**src/rtl/rkg_pkg.sv**
```systemverilog
`timescale 1ns / 1ps
// ----------------------------------------------------------------------------
// RSA key generation package
// Shared widths, configuration register indexes, request and result types,
// and the controller state encoding.
// ----------------------------------------------------------------------------
package rkg_pkg;

	localparam int PRIME_BITS = 14;
	localparam int KEY_BITS   = 2 * PRIME_BITS;
	localparam int CNT_BITS   = $clog2(KEY_BITS);
	localparam int CFG_IDX_BITS = 1;

	localparam logic [CFG_IDX_BITS-1:0] CFG_PRIME_MIN = 1'b0;
	localparam logic [CFG_IDX_BITS-1:0] CFG_PRIME_MAX = 1'b1;

	localparam logic [PRIME_BITS-1:0] PRIME_MIN_RST = PRIME_BITS'(5000);
	localparam logic [PRIME_BITS-1:0] PRIME_MAX_RST = PRIME_BITS'(10000);

	typedef struct packed {
		logic [PRIME_BITS-1:0] prime_p;
		logic [PRIME_BITS-1:0] prime_q;
	} rkg_req_t;

	typedef struct packed {
		logic [KEY_BITS-1:0] modulus;
		logic [KEY_BITS-1:0] phi;
		logic [KEY_BITS-1:0] public_exp;
		logic [KEY_BITS-1:0] private_exp;
		logic                status;
	} rkg_rsp_t;

	typedef enum logic [3:0] {
		ST_IDLE,
		ST_MN_GO,
		ST_MN_WAIT,
		ST_MP_GO,
		ST_MP_WAIT,
		ST_E_CHECK,
		ST_GCD_TEST,
		ST_GCD_WAIT,
		ST_INV_INIT,
		ST_INV_TEST,
		ST_INV_WAIT,
		ST_INV_MGO,
		ST_INV_MWAIT,
		ST_DONE
	} rkg_state_t;

endpackage

```
**src/rtl/rsa_key_generation.sv**
```systemverilog
`timescale 1ns / 1ps
// ----------------------------------------------------------------------------
// RSA key generation
// Computes modulus, totient, public and private exponent from two primes.
// ----------------------------------------------------------------------------
// Channel   Direction  Handshake          Payload
// request   in         start / busy       req (prime_p, prime_q)
// result    out        done strobe        rsp (modulus .. status)
// config    in         cfg_we             cfg_idx, cfg_wdata
//
// A request takes two serial multiplies, then a Euclid gcd for each candidate
// exponent and finally an extended Euclid with one multiply after each division.
// Each multiply or division holds the controller in a wait state until its done
// strobe. Reset returns the limits to 5000 and 10000 and the controller to idle.
// The result strobe lasts one cycle and the receiver cannot stall it.
// ----------------------------------------------------------------------------
module rsa_key_generation
	import rkg_pkg::*;
(
	input  logic                    clk,
	input  logic                    arst_n,
	input  logic                    start,
	output logic                    busy,
	input  rkg_req_t                req,
	output logic                    done,
	output rkg_rsp_t                rsp,
	input  logic                    cfg_we,
	input  logic [CFG_IDX_BITS-1:0] cfg_idx,
	input  logic [PRIME_BITS-1:0]   cfg_wdata
);

	rkg_state_t state_q, state_d;

	logic [PRIME_BITS-1:0] pmin_q, pmax_q;
	logic [PRIME_BITS-1:0] p_q, q_q;
	logic [KEY_BITS-1:0]   n_q, phi_q, e_q, d_q;
	logic [KEY_BITS-1:0]   ga_q, gb_q, r0_q, r1_q, t0_q, t1_q, quo_q, r2_q;
	logic                  neg_q, bad_q;

	logic                  mul_start, mul_done, div_start, div_done;
	logic [KEY_BITS-1:0]   mul_a, mul_b, mul_add, mul_prod;
	logic [KEY_BITS-1:0]   div_a, div_b, div_quot, div_rem;
	logic [KEY_BITS-1:0]   tm, d_fin;
	logic [PRIME_BITS-1:0] pd, qd;

	assign pd = (p_q != '0) ? p_q - 1'b1 : '0;
	assign qd = (q_q != '0) ? q_q - 1'b1 : '0;
	assign tm = (t1_q >= phi_q) ? t1_q - phi_q : t1_q;
	assign d_fin = (r1_q != KEY_BITS'(1)) ? '0 :
		((neg_q && tm != '0) ? phi_q - tm : tm);

	rkg_mul u_mul (
		.clk    (clk),
		.arst_n (arst_n),
		.start  (mul_start),
		.mcand  (mul_a),
		.mplier (mul_b),
		.addend (mul_add),
		.done   (mul_done),
		.prod   (mul_prod)
	);

	rkg_div u_div (
		.clk      (clk),
		.arst_n   (arst_n),
		.start    (div_start),
		.dividend (div_a),
		.divisor  (div_b),
		.done     (div_done),
		.quot     (div_quot),
		.rem      (div_rem)
	);

	always_ff @(posedge clk or negedge arst_n) begin
		if (!arst_n) begin
			state_q <= ST_IDLE;
			pmin_q  <= PRIME_MIN_RST;
			pmax_q  <= PRIME_MAX_RST;
		end else begin
			state_q <= state_d;
			if (cfg_we) begin
				unique case (cfg_idx)
					CFG_PRIME_MIN: pmin_q <= cfg_wdata;
					CFG_PRIME_MAX: pmax_q <= cfg_wdata;
					default: ;
				endcase
			end
		end
	end

	always_comb begin
		state_d = state_q;
		unique case (state_q)
			ST_IDLE:      if (start) state_d = ST_MN_GO;
			ST_MN_GO:     state_d = ST_MN_WAIT;
			ST_MN_WAIT:   if (mul_done) state_d = ST_MP_GO;
			ST_MP_GO:     state_d = ST_MP_WAIT;
			ST_MP_WAIT:   if (mul_done) state_d = ST_E_CHECK;
			ST_E_CHECK:   state_d = (e_q < phi_q) ? ST_GCD_TEST : ST_INV_INIT;
			ST_GCD_TEST: begin
				if (gb_q != '0) begin
					state_d = ST_GCD_WAIT;
				end else begin
					state_d = (ga_q == KEY_BITS'(1)) ? ST_INV_INIT : ST_E_CHECK;
				end
			end
			ST_GCD_WAIT:  if (div_done) state_d = ST_GCD_TEST;
			ST_INV_INIT:  state_d = (phi_q < KEY_BITS'(2)) ? ST_DONE : ST_INV_TEST;
			ST_INV_TEST:  state_d = (r1_q > KEY_BITS'(1)) ? ST_INV_WAIT : ST_DONE;
			ST_INV_WAIT:  if (div_done) state_d = ST_INV_MGO;
			ST_INV_MGO:   state_d = ST_INV_MWAIT;
			ST_INV_MWAIT: if (mul_done) state_d = ST_INV_TEST;
			ST_DONE:      state_d = ST_IDLE;
			default:      state_d = ST_IDLE;
		endcase
	end

	always_comb begin
		busy      = (state_q != ST_IDLE);
		done      = (state_q == ST_DONE);
		mul_start = 1'b0;
		div_start = 1'b0;
		mul_a     = {{PRIME_BITS{1'b0}}, p_q};
		mul_b     = {{PRIME_BITS{1'b0}}, q_q};
		mul_add   = '0;
		div_a     = ga_q;
		div_b     = gb_q;
		unique case (state_q)
			ST_MN_GO: mul_start = 1'b1;
			ST_MP_GO: begin
				mul_start = 1'b1;
				mul_a     = {{PRIME_BITS{1'b0}}, pd};
				mul_b     = {{PRIME_BITS{1'b0}}, qd};
			end
			ST_GCD_TEST: div_start = (gb_q != '0);
			ST_INV_TEST: begin
				div_start = (r1_q > KEY_BITS'(1));
				div_a     = r0_q;
				div_b     = r1_q;
			end
			ST_INV_MGO: begin
				mul_start = 1'b1;
				mul_a     = t1_q;
				mul_b     = quo_q;
				mul_add   = t0_q;
			end
			default: ;
		endcase
	end

	always_ff @(posedge clk) begin
		unique case (state_q)
			ST_IDLE: begin
				if (start) begin
					p_q   <= req.prime_p;
					q_q   <= req.prime_q;
					e_q   <= KEY_BITS'(2);
					bad_q <= (req.prime_p < pmin_q) || (req.prime_p > pmax_q) ||
						(req.prime_q < pmin_q) || (req.prime_q > pmax_q);
				end
			end
			ST_MN_WAIT: if (mul_done) n_q <= mul_prod;
			ST_MP_WAIT: if (mul_done) phi_q <= mul_prod;
			ST_E_CHECK: begin
				ga_q <= phi_q;
				gb_q <= e_q;
			end
			ST_GCD_TEST: begin
				if (gb_q == '0 && ga_q != KEY_BITS'(1)) begin
					e_q <= e_q + 1'b1;
				end
			end
			ST_GCD_WAIT: begin
				if (div_done) begin
					ga_q <= gb_q;
					gb_q <= div_rem;
				end
			end
			ST_INV_INIT: begin
				d_q   <= '0;
				r0_q  <= phi_q;
				r1_q  <= (e_q >= phi_q) ? e_q - phi_q : e_q;
				t0_q  <= '0;
				t1_q  <= KEY_BITS'(1);
				neg_q <= 1'b0;
			end
			ST_INV_TEST: if (r1_q <= KEY_BITS'(1)) d_q <= d_fin;
			ST_INV_WAIT: begin
				if (div_done) begin
					quo_q <= div_quot;
					r2_q  <= div_rem;
				end
			end
			ST_INV_MWAIT: begin
				if (mul_done) begin
					r0_q  <= r1_q;
					r1_q  <= r2_q;
					t0_q  <= t1_q;
					t1_q  <= mul_prod;
					neg_q <= !neg_q;
				end
			end
			default: ;
		endcase
	end

	assign rsp.modulus     = n_q;
	assign rsp.phi         = phi_q;
	assign rsp.public_exp  = e_q;
	assign rsp.private_exp = d_q;
	assign rsp.status      = bad_q;

`ifndef ASSERT_OFF
	a_done_pulse: assert property (@(posedge clk) disable iff (!arst_n)
		done |=> !done) else $error("result strobe longer than one cycle");
	a_accept_busy: assert property (@(posedge clk) disable iff (!arst_n)
		start && !busy |=> busy) else $error("accepted request did not raise busy");
	a_units_excl: assert property (@(posedge clk) disable iff (!arst_n)
		!(mul_start && div_start)) else $error("multiplier and divider started together");
`endif

endmodule

```
**src/rtl/rkg_div.sv**
```systemverilog
`timescale 1ns / 1ps
// ----------------------------------------------------------------------------
// Serial divider
// Restoring division that produces one quotient bit per cycle.
// ----------------------------------------------------------------------------
module rkg_div
	import rkg_pkg::*;
(
	input  logic                clk,
	input  logic                arst_n,
	input  logic                start,
	input  logic [KEY_BITS-1:0] dividend,
	input  logic [KEY_BITS-1:0] divisor,
	output logic                done,
	output logic [KEY_BITS-1:0] quot,
	output logic [KEY_BITS-1:0] rem
);

	localparam logic [CNT_BITS-1:0] LAST = CNT_BITS'(KEY_BITS - 1);

	logic                run_q;
	logic                done_q;
	logic [CNT_BITS-1:0] cnt_q;
	logic [KEY_BITS-1:0] quo_q;
	logic [KEY_BITS-1:0] rem_q;
	logic [KEY_BITS-1:0] dvs_q;
	logic [KEY_BITS:0]   shifted;
	logic [KEY_BITS:0]   trial;

	assign shifted = {rem_q, quo_q[KEY_BITS-1]};
	assign trial   = shifted - {1'b0, dvs_q};

	always_ff @(posedge clk or negedge arst_n) begin
		if (!arst_n) begin
			run_q  <= 1'b0;
			done_q <= 1'b0;
			cnt_q  <= '0;
		end else begin
			done_q <= 1'b0;
			if (start) begin
				run_q <= 1'b1;
				cnt_q <= '0;
			end else if (run_q) begin
				cnt_q <= cnt_q + 1'b1;
				if (cnt_q == LAST) begin
					run_q  <= 1'b0;
					done_q <= 1'b1;
				end
			end
		end
	end

	always_ff @(posedge clk) begin
		if (start) begin
			quo_q <= dividend;
			rem_q <= '0;
			dvs_q <= divisor;
		end else if (run_q) begin
			if (!trial[KEY_BITS]) begin
				rem_q <= trial[KEY_BITS-1:0];
				quo_q <= {quo_q[KEY_BITS-2:0], 1'b1};
			end else begin
				rem_q <= shifted[KEY_BITS-1:0];
				quo_q <= {quo_q[KEY_BITS-2:0], 1'b0};
			end
		end
	end

	assign done = done_q;
	assign quot = quo_q;
	assign rem  = rem_q;

endmodule

```
**src/rtl/rkg_mul.sv**
```systemverilog
`timescale 1ns / 1ps
// ----------------------------------------------------------------------------
// Serial multiplier
// Shift-and-add multiply with addend, one multiplier bit per cycle.
// ----------------------------------------------------------------------------
module rkg_mul
	import rkg_pkg::*;
(
	input  logic                clk,
	input  logic                arst_n,
	input  logic                start,
	input  logic [KEY_BITS-1:0] mcand,
	input  logic [KEY_BITS-1:0] mplier,
	input  logic [KEY_BITS-1:0] addend,
	output logic                done,
	output logic [KEY_BITS-1:0] prod
);

	localparam logic [CNT_BITS-1:0] LAST = CNT_BITS'(KEY_BITS - 1);

	logic                run_q;
	logic                done_q;
	logic [CNT_BITS-1:0] cnt_q;
	logic [KEY_BITS-1:0] a_q;
	logic [KEY_BITS-1:0] b_q;
	logic [KEY_BITS-1:0] acc_q;

	always_ff @(posedge clk or negedge arst_n) begin
		if (!arst_n) begin
			run_q  <= 1'b0;
			done_q <= 1'b0;
			cnt_q  <= '0;
		end else begin
			done_q <= 1'b0;
			if (start) begin
				run_q <= 1'b1;
				cnt_q <= '0;
			end else if (run_q) begin
				cnt_q <= cnt_q + 1'b1;
				if (cnt_q == LAST) begin
					run_q  <= 1'b0;
					done_q <= 1'b1;
				end
			end
		end
	end

	always_ff @(posedge clk) begin
		if (start) begin
			a_q   <= mcand;
			b_q   <= mplier;
			acc_q <= addend;
		end else if (run_q) begin
			a_q <= {a_q[KEY_BITS-2:0], 1'b0};
			b_q <= {1'b0, b_q[KEY_BITS-1:1]};
			if (b_q[0]) begin
				acc_q <= acc_q + a_q;
			end
		end
	end

	assign done = done_q;
	assign prod = acc_q;

endmodule
```
**config.mk**
```make
export PLATFORM = sky130hd
export DESIGN_NAME = rsa_key_generation
export DESIGN_NICKNAME = d
export VERILOG_FILES = /design/src/rtl/rkg_pkg.sv /design/src/rtl/rsa_key_generation.sv /design/src/rtl/rkg_div.sv /design/src/rtl/rkg_mul.sv
export SDC_FILE = /design/constraint.sdc
export NUM_CORES = 1
export LEC_CHECK = 0
export ABC_AREA = 1
export ABC_CLOCK_PERIOD_IN_PS = 12200
export BUFFER_PORTS_ARGS = -buffer_cell sky130_fd_sc_hd__buf_4
export CELL_PAD_IN_SITES_DETAIL_PLACEMENT = 0
export CELL_PAD_IN_SITES_GLOBAL_PLACEMENT = 1
export CORE_UTILIZATION = 48
export DETAILED_ROUTE_END_ITERATION = 10
export GPL_TIMING_DRIVEN = 0
export PLACE_DENSITY_LB_ADDON = 0.1
export SETUP_SLACK_MARGIN = 0.4
export SYNTH_ARGS = -nofsm -noshare
export SYNTH_HDL_FRONTEND = slang
export SYNTH_SLANG_ARGS = --single-unit
```
**constraint.sdc**
```tcl
create_clock -name clk -period 12.2 [get_ports clk]
set_input_delay 1.22 -clock clk [delete_from_list [all_inputs] [get_ports clk]]
set_output_delay 1.22 -clock clk [all_outputs]
set_load 0.005 [all_outputs]
```
==> results.md, run 1 <==
- Max Freq: 0.179 GHz
- Total Wirelength: 112,000 um
- Top-count cell post-synth: nand2_1
- Routed via count: 28,386
- Die Ht: 268 um
- HP Class: reg -> reg
- Seq/Total Area, Yosys: 49.8%
- Setup crit end kind: flop
- Clock tree sinks: 580
- CTS max path bufs: 3
- Lkg Pwr: 16.7 nW
- Async SR Flop Fraction: 7.93%
- Post_cts resized: 0
- Num ports: 162
- Synth Area per Inst: 8.71 um2
- Worst Setup SP: phi_q[1]
- # Post-CTS Setup Buffers: 0
- Logic pwr share: 2.6%
- Die Wd: 268 um
- Top FF cell, synth: edfxtp_1
- Initial antenna violation count: 1
- Core area: 70,000 um2
- Setup Viol. Count Final: 0
- Max Cap Violations: 0
- TritonCTS buffer count: 67
- Layout cells sized above 1: 8.97%
- WL per Instance: 21.9 um
- RSZ-0062 raised after global routing: no
- Distinct cells, synth: 66
- Worst path required time: 12.54 ns
- Max-slew violation count: 0
- First-pass GRT wire length: 165,000 um
- FF-to-FF Start: phi_q[1]
- ANT nets after route: 0
- Hold_buf cts: 0
- Worst Max-Slew Pin Slew: 1.08 ns
- Max Fanout on Critical Path: 7
- Post-synth top cells: 1,034 x nand2_1, 506 x edfxtp_1, 458 x inv_1
- Iter 0 DRT Violations: 2,430
- TritonRoute pass-1 iters: 6
- H-tree Lvls: 3
- Sw frac: 20.9%
- Largest net degree at the start of global routing: 58
- Slew margin rel.: 27.2%
- Outcome: finished, final reports clean
- Crit start category: flop
- Vias in the first global route: 27,120
- VDD IR max: 0.0901 mV
- Clock Skew: 0.0300 ns
- Period utilization: 45.7%
- Syn Nets: 4,136
- Synth top area share: 44.7%
- Antenna Cells: 0
- GRT Total Usage: 31.1%
- I/O Buffers: 161
- Hold WS: 0.449 ns
- Overflow after GRT: 0
- Synth Warn #: 0
- Post-synth EDFFs: 506
- Starting density of the core: 48.5%
- Final RePlAce weighted congestion: 0.987
- Power Dens Cells: 113 nW/um2
- Clk_lat worst skew: 0.62 ns
- Psw: 0.921 mW
- Cell taking the most area after synthesis: edfxtp_1
- Syn Std Cell Area: 34,000 um2
- Final period demand of the worst path: 5.58 ns
- Min-delay src: u_div.quot[1]
- Syn Inst Count: 3,901
- Crit Path Class: reg -> reg
- Die footprint: 71,800 um2
- Largest cells by area after synthesis: edfxtp_1 45%, nand2_1 11%, ha_1 6.7%
- Clock power frac: 48.7%
- # nets final: 4,384
- CTS tree: yes
- Seq pwr share: 48.8%
- Dpl hpwl: 90,400 um
- Flops & latches, synth: 580
- Final core occ: 55.8%
- Remaining DRCs: 0
- Arr. time, crit path: 5.92 ns
- TNS Setup: 0 ns
- Clock transition at path regs: 0.06 ns
- Area grow syn2layout: 15.0%
- Row cnt: 97
- Vias per cell: 5.52
- Root Driver: clkbuf_16
- Cell Int Power: 3.49 mW
- Final Hold Fails: 0
==> worst max-delay path, stage by stage (launching register included) <==
cell      delay [ns]
edfxtp_1        0.71
inv_1           0.40
ha_1            0.42
nand2_1         0.08
nor3_1          0.40
nand3_2         0.30
nand3_2         0.18
inv_1           0.19
o21ai_1         0.35
ha_1            0.35
nand2_1         0.08
nor2_1          0.04
a211oi_1        0.28
o21ai_0         0.22
a21o_1          0.19
nand2_1         0.06
nand2_1         0.10
nand2_1         0.10
nand2_2         0.11
nand2_1         0.08
nand2_1         0.16
xor2_1          0.19
o21ai_0         0.22
inv_1           0.06
==> through the flow <==
step	instance area [um2]	cells	total power [mW]	worst slack, ns
after floorplan	34000	3901	2.26	2.35
after detailed placement	36700	5020	2.30	6.70
after global routing	39100	5143	4.52	6.33
after global placement	36400	5002	2.30	-2.97
final	39100	5143	4.41	6.62
after CTS	39000	5143	4.43	6.66
==> layer usage <==
metal / wire length, um / track usage, % / share of wire, % / up-vias
li1: - / - / - / 13885
met1: 47900 / 41.0 / 43 / 13391
met2: 53800 / 52.5 / 48 / 930
met3: 6190 / 3.15 / 5.5 / 180
met4: 4470 / 12.7 / 4.0 / 0
met5: 0 / 0 / 0 / -
==> worst paths after layout <==
path                             endpoint  slack, ns  cells past startpoint
max                               d_q[11]       6.62                     23
max in group asynchronous     u_div.run_q      11.05                      1
min in group asynchronous  u_mul.cnt_q[0]       0.65                      1
min                              quo_q[1]       0.45                      0
min reg2reg                      quo_q[1]       0.45                      0
max reg2reg                       d_q[11]       6.62                     23
==> power groups by stage <==
stage / Sequential [mW] / Combinational, mW / Clock (mW)
5_1_grt: 2.15 / 0.128 / 2.24
6_report: 2.15 / 0.113 / 2.15
3_3_place_gp: 2.19 / 0.109 / 0
4_1_cts: 2.15 / 0.112 / 2.16
3_5_place_dp: 2.19 / 0.112 / 0
2_1_floorplan: 2.19 / 0.0680 / 0
==> cells in the final DEF (no fill, tap or decap), types with 38 or more instances in the layout <==
master | netlist | routed
a21oi_1 | 232 | 231
nor4_1 | 38 | 38
a31oi_1 | 56 | 56
nor2_1 | 311 | 311
o21ai_0 | 267 | 266
ha_1 | 183 | 183
buf_4 | 1 | 164
xnor2_1 | 46 | 46
nor3_1 | 44 | 41
nand2_1 | 1034 | 1031
clkbuf_1 | 81 | 88
edfxtp_1 | 506 | 506
nand4_1 | 72 | 72
inv_1 | 458 | 457
nand3_1 | 145 | 145
xor2_1 | 70 | 70
clkbuf_16 | 0 | 71
==> layout make-up <==
class	count	area, um2
Inverter	467	1750
Clock buffer	83	1860
Multi-Input combinational cell	2743	14900
Timing Repair Buffer	179	1500
Tap cell	940	1180
Clock inverter	40	482
Buffer	111	485
Fill cell	6540	31000
Sequential cell	580	16900
==> cells by family (layout without fill, tap and decap cells) <==
family                   after synthesis  count (layout)  synth area share [%]
buffers and inverters                578             880                  6.59
adder cells (fa/ha/maj)              188             188                  7.04
flip-flops                           580             580                  49.8
AND/OR/NAND/NOR                     1704            1704                  21.0
multiplexers                           1               1                0.0331
XOR/XNOR                             116             116                  2.99
AO/OA/AOI/OAI                        734             734                  12.6
Power figures use the tool's default switching activity.
==> run 2, diff against run 1 <==
Settings changed: ABC_AREA 1 to 0, ABC_CLOCK_PERIOD_IN_PS 12200 to 4500, CORE_UTILIZATION 48 to 45.
Clock period 12.2 ns to 4.5 ns, I/O delays scaled along.
==> results.md, run 2 <==
- Starting density of the core: 45.4%
- Async SR Flop Fraction: 7.93%
- Root Driver: clkbuf_16
- First-pass GRT wire length: 171,000 um
- Max Cap Violations: 0
- Clk_lat worst skew: 0.62 ns
- Worst path required time: 4.86 ns
- Outcome: finished, violations left
- Final RePlAce weighted congestion: 0.939
- Flops & latches, synth: 580
- Slew margin rel.: 22.7%
- Num ports: 162
- Syn Inst Count: 3,038
- Cell taking the most area after synthesis: edfxtp_1
- Failing checks: setup timing
- Hold WS: 0.0440 ns
- Routed via count: 26,651
- I/O Buffers: 161
- Max Fanout on Critical Path: 8
- Initial antenna violation count: 3
- CTS max path bufs: 3
- Largest family of logic cells by synthesized area: compound AO/OA/AOI/OAI gates
- Commonest cells after routing, fill and taps aside: 506 x edfxtp_1, 342 x buf_4, 264 x nor2_1
- Post-synth EDFFs: 506
- Final Hold Fails: 0
- Power Dens Cells: 285 nW/um2
- ANT nets after route: 0
- Max-slew violation count: 0
- Worst Setup SP: phi_q[22]
- Synth top area share: 46.8%
- Overflow after GRT: 0
- TritonCTS buffer count: 68
- Total Wirelength: 119,000 um
- Fillers: 5,949
- Most common cell after layout, fill and taps aside: edfxtp_1
- Setup crit end kind: flop
- Crit Path Class: reg -> reg
- Post-synthesis compound-gate area fraction: 14.0%
- Crit start category: flop
- Lkg Pwr: 15.5 nW
- Crit path max-delay cell type: edfxtp_1
- Multiplexer share of the synthesized area: 5.55%
- Iter 0 DRT Violations: 2,564
- RSZ-0062 raised after global routing: yes
- Seq/Total Area, Yosys: 52.1%
- Die footprint: 73,200 um2
- Syn Nets: 3,273
- CTS tree: yes
- VDD IR max: 0.268 mV
- Remaining DRCs: 0
- Adder-Cell Fraction of Synth Area: 7.55%
- WL per Instance: 26.4 um
- Slowest Stage Delay on Critical Path: 0.56 ns
- Synth Area per Inst: 10.7 um2
- Max Freq: 0.157 GHz
- Period utilization: 141%
- Largest net degree at the start of global routing: 58
- # nets final: 3,736
- Synth Warn #: 0
- Final WS setup: -1.85 ns
- Vias in the first global route: 25,838
- Row cnt: 98
- Setup Viol. Count Final: 57
- Arr. time, crit path: 6.71 ns
- Die Wd: 271 um
- Total power: 11.9 mW
- Clock tree sinks: 580
- Min-delay src: req[17]
- Largest cells by area after synthesis: edfxtp_1 47%, ha_1 7.1%, mux2_2 3.5%
- Post-synth top cells: 506 x edfxtp_1, 285 x nor2_1, 251 x nand2_1
- FF-to-FF Start: phi_q[22]
- Layout cells sized above 1: 26.9%
- Post-Synth XOR/XNOR Area: 3.56%
- HP Class: in -> reg
- Post-Synth Simple-Gate Area: 13.8%
- Dpl hpwl: 81,600 um
- Core area: 71,500 um2
- Worst Max-Slew Pin Slew: 1.15 ns
- H-tree Lvls: 3
- Syn Std Cell Area: 32,500 um2
- Hold depth: 1
- Clock Skew: 0.0211 ns
- Top-count cell post-synth: edfxtp_1
- Top FF cell, synth: edfxtp_1
- TritonRoute pass-1 iters: 6
- Clock transition at path regs: 0.06 ns
- GRT Total Usage: 31.9%
- Distinct cells, synth: 86
- Final period demand of the worst path: 6.35 ns
- R2R cell count: 30
- Area grow syn2layout: 28.3%
- Vias per cell: 5.91
- Die Ht: 271 um
[run 2: changes by cell type in the layout (fill, tap and decap cells not counted), sizes merged, moves of 35 or more]
cell | before | now
nand2 | 1047 | 251
inv | 466 | 170
buf | 209 | 415
nand3 | 151 | 37
mux2 | 1 | 101
mux2i | 0 | 66
o21ai | 282 | 217
and2 | 5 | 62
a211oi | 1 | 42
nor2b | 0 | 37
a21o | 10 | 46
nand4 | 72 | 37
[run 2: layout make-up]
cell class                      instances  area [um2]  area share, %
Buffer                                119         825           1.98
Inverter                              175         758           1.82
Antenna cell                            3        7.51         0.0180
Timing Repair Buffer                  392        3340           8.03
Clock inverter                         38         443           1.06
Clock buffer                           86        1840           4.42
Multi-Input combinational cell       2165       16300           39.2
Sequential cell                       580       16900           40.6
Tap cell                              950        1190           2.85
[run 2: kinds of logic (layout without fill, tap and decap cells)]
| kind of cell | after synthesis | in the layout |
|---|---|---|
| and+or+nand+nor | 939 | 940 |
| AOI/OAI and AO/OA | 732 | 732 |
| DFF | 580 | 580 |
| buffers and inverters | 294 | 810 |
| adders and majority gates | 194 | 194 |
| muxes | 167 | 167 |
| xor gates and xnor gates | 132 | 132 |
| other | 0 | 3 |
[run 2: per-layer routing]
| layer | wire, um | vias to the layer above | GRT usage [%] |
|---|---|---|---|
| met3 | 8050 | 277 | 4.58 |
| met4 | 6550 | 2 | 15.4 |
| met1 | 49100 | 13105 | 42.3 |
| met2 | 55200 | 1108 | 51.3 |
| met5 | 13 | - | 0 |
| li1 | - | 12159 | - |
[run 2: path summary, 6_finish.rpt]
check                                 end  slack [ns]
min reg2reg                      quo_q[3]        0.45
max                               d_q[26]       -1.85
max reg2reg                       d_q[26]       -1.85
min in group asynchronous  u_mul.cnt_q[1]        0.43
min                                p_q[3]        0.04
max in group asynchronous     u_div.run_q        3.62
[run 2: through the flow]
stage / cell area (um2) / setup WS, ns / std cells / util (%) / TNS [ns]
CTS: 40800 / -1.76 / 4471 / 57.1 / -28.81
global placement: 35100 / -3.15 / 4149 / 49.1 / -346.84
detailed placement: 35300 / -3.14 / 4153 / 49.3 / -124.60
floorplan: 32700 / -1.32 / 3038 / - / -15.65
finish: 41700 / -1.85 / 4508 / 58.3 / -33.99
global route: 41700 / -2.09 / 4506 / 58.3 / -44.38
[run 2: worst max-delay path: cells and delay by family, from the launching register on]
family	cells	cell delay, ns
adder cells (fa/ha/maj)	4	1.21
AND/OR/NAND/NOR	5	0.82
AO/OA/AOI/OAI	14	2.65
flip-flops	1	0.56
buffers and inverters	6	0.75
XOR/XNOR	1	0.09
[run 2: what timing repair did]
| action | in CTS | in global routing |
|---|---|---|
| buffers inserted | 184 | 33 |
| pin swaps | 187 | 90 |
| hold endpoints to repair | 36 | 0 |
| setup endpoints to repair | 99 | 100 |
| resized for setup | 381 | 126 |
| cloned | 9 | 0 |
| hold buffers | 1 | 0 |
[run 2: power breakdown]
part	internal (mW)	switching (mW)	leakage (nW)
clock	3.38	2.35	1.11
combinational	0.137	0.166	9.35
sequential	5.81	0.0158	5.07
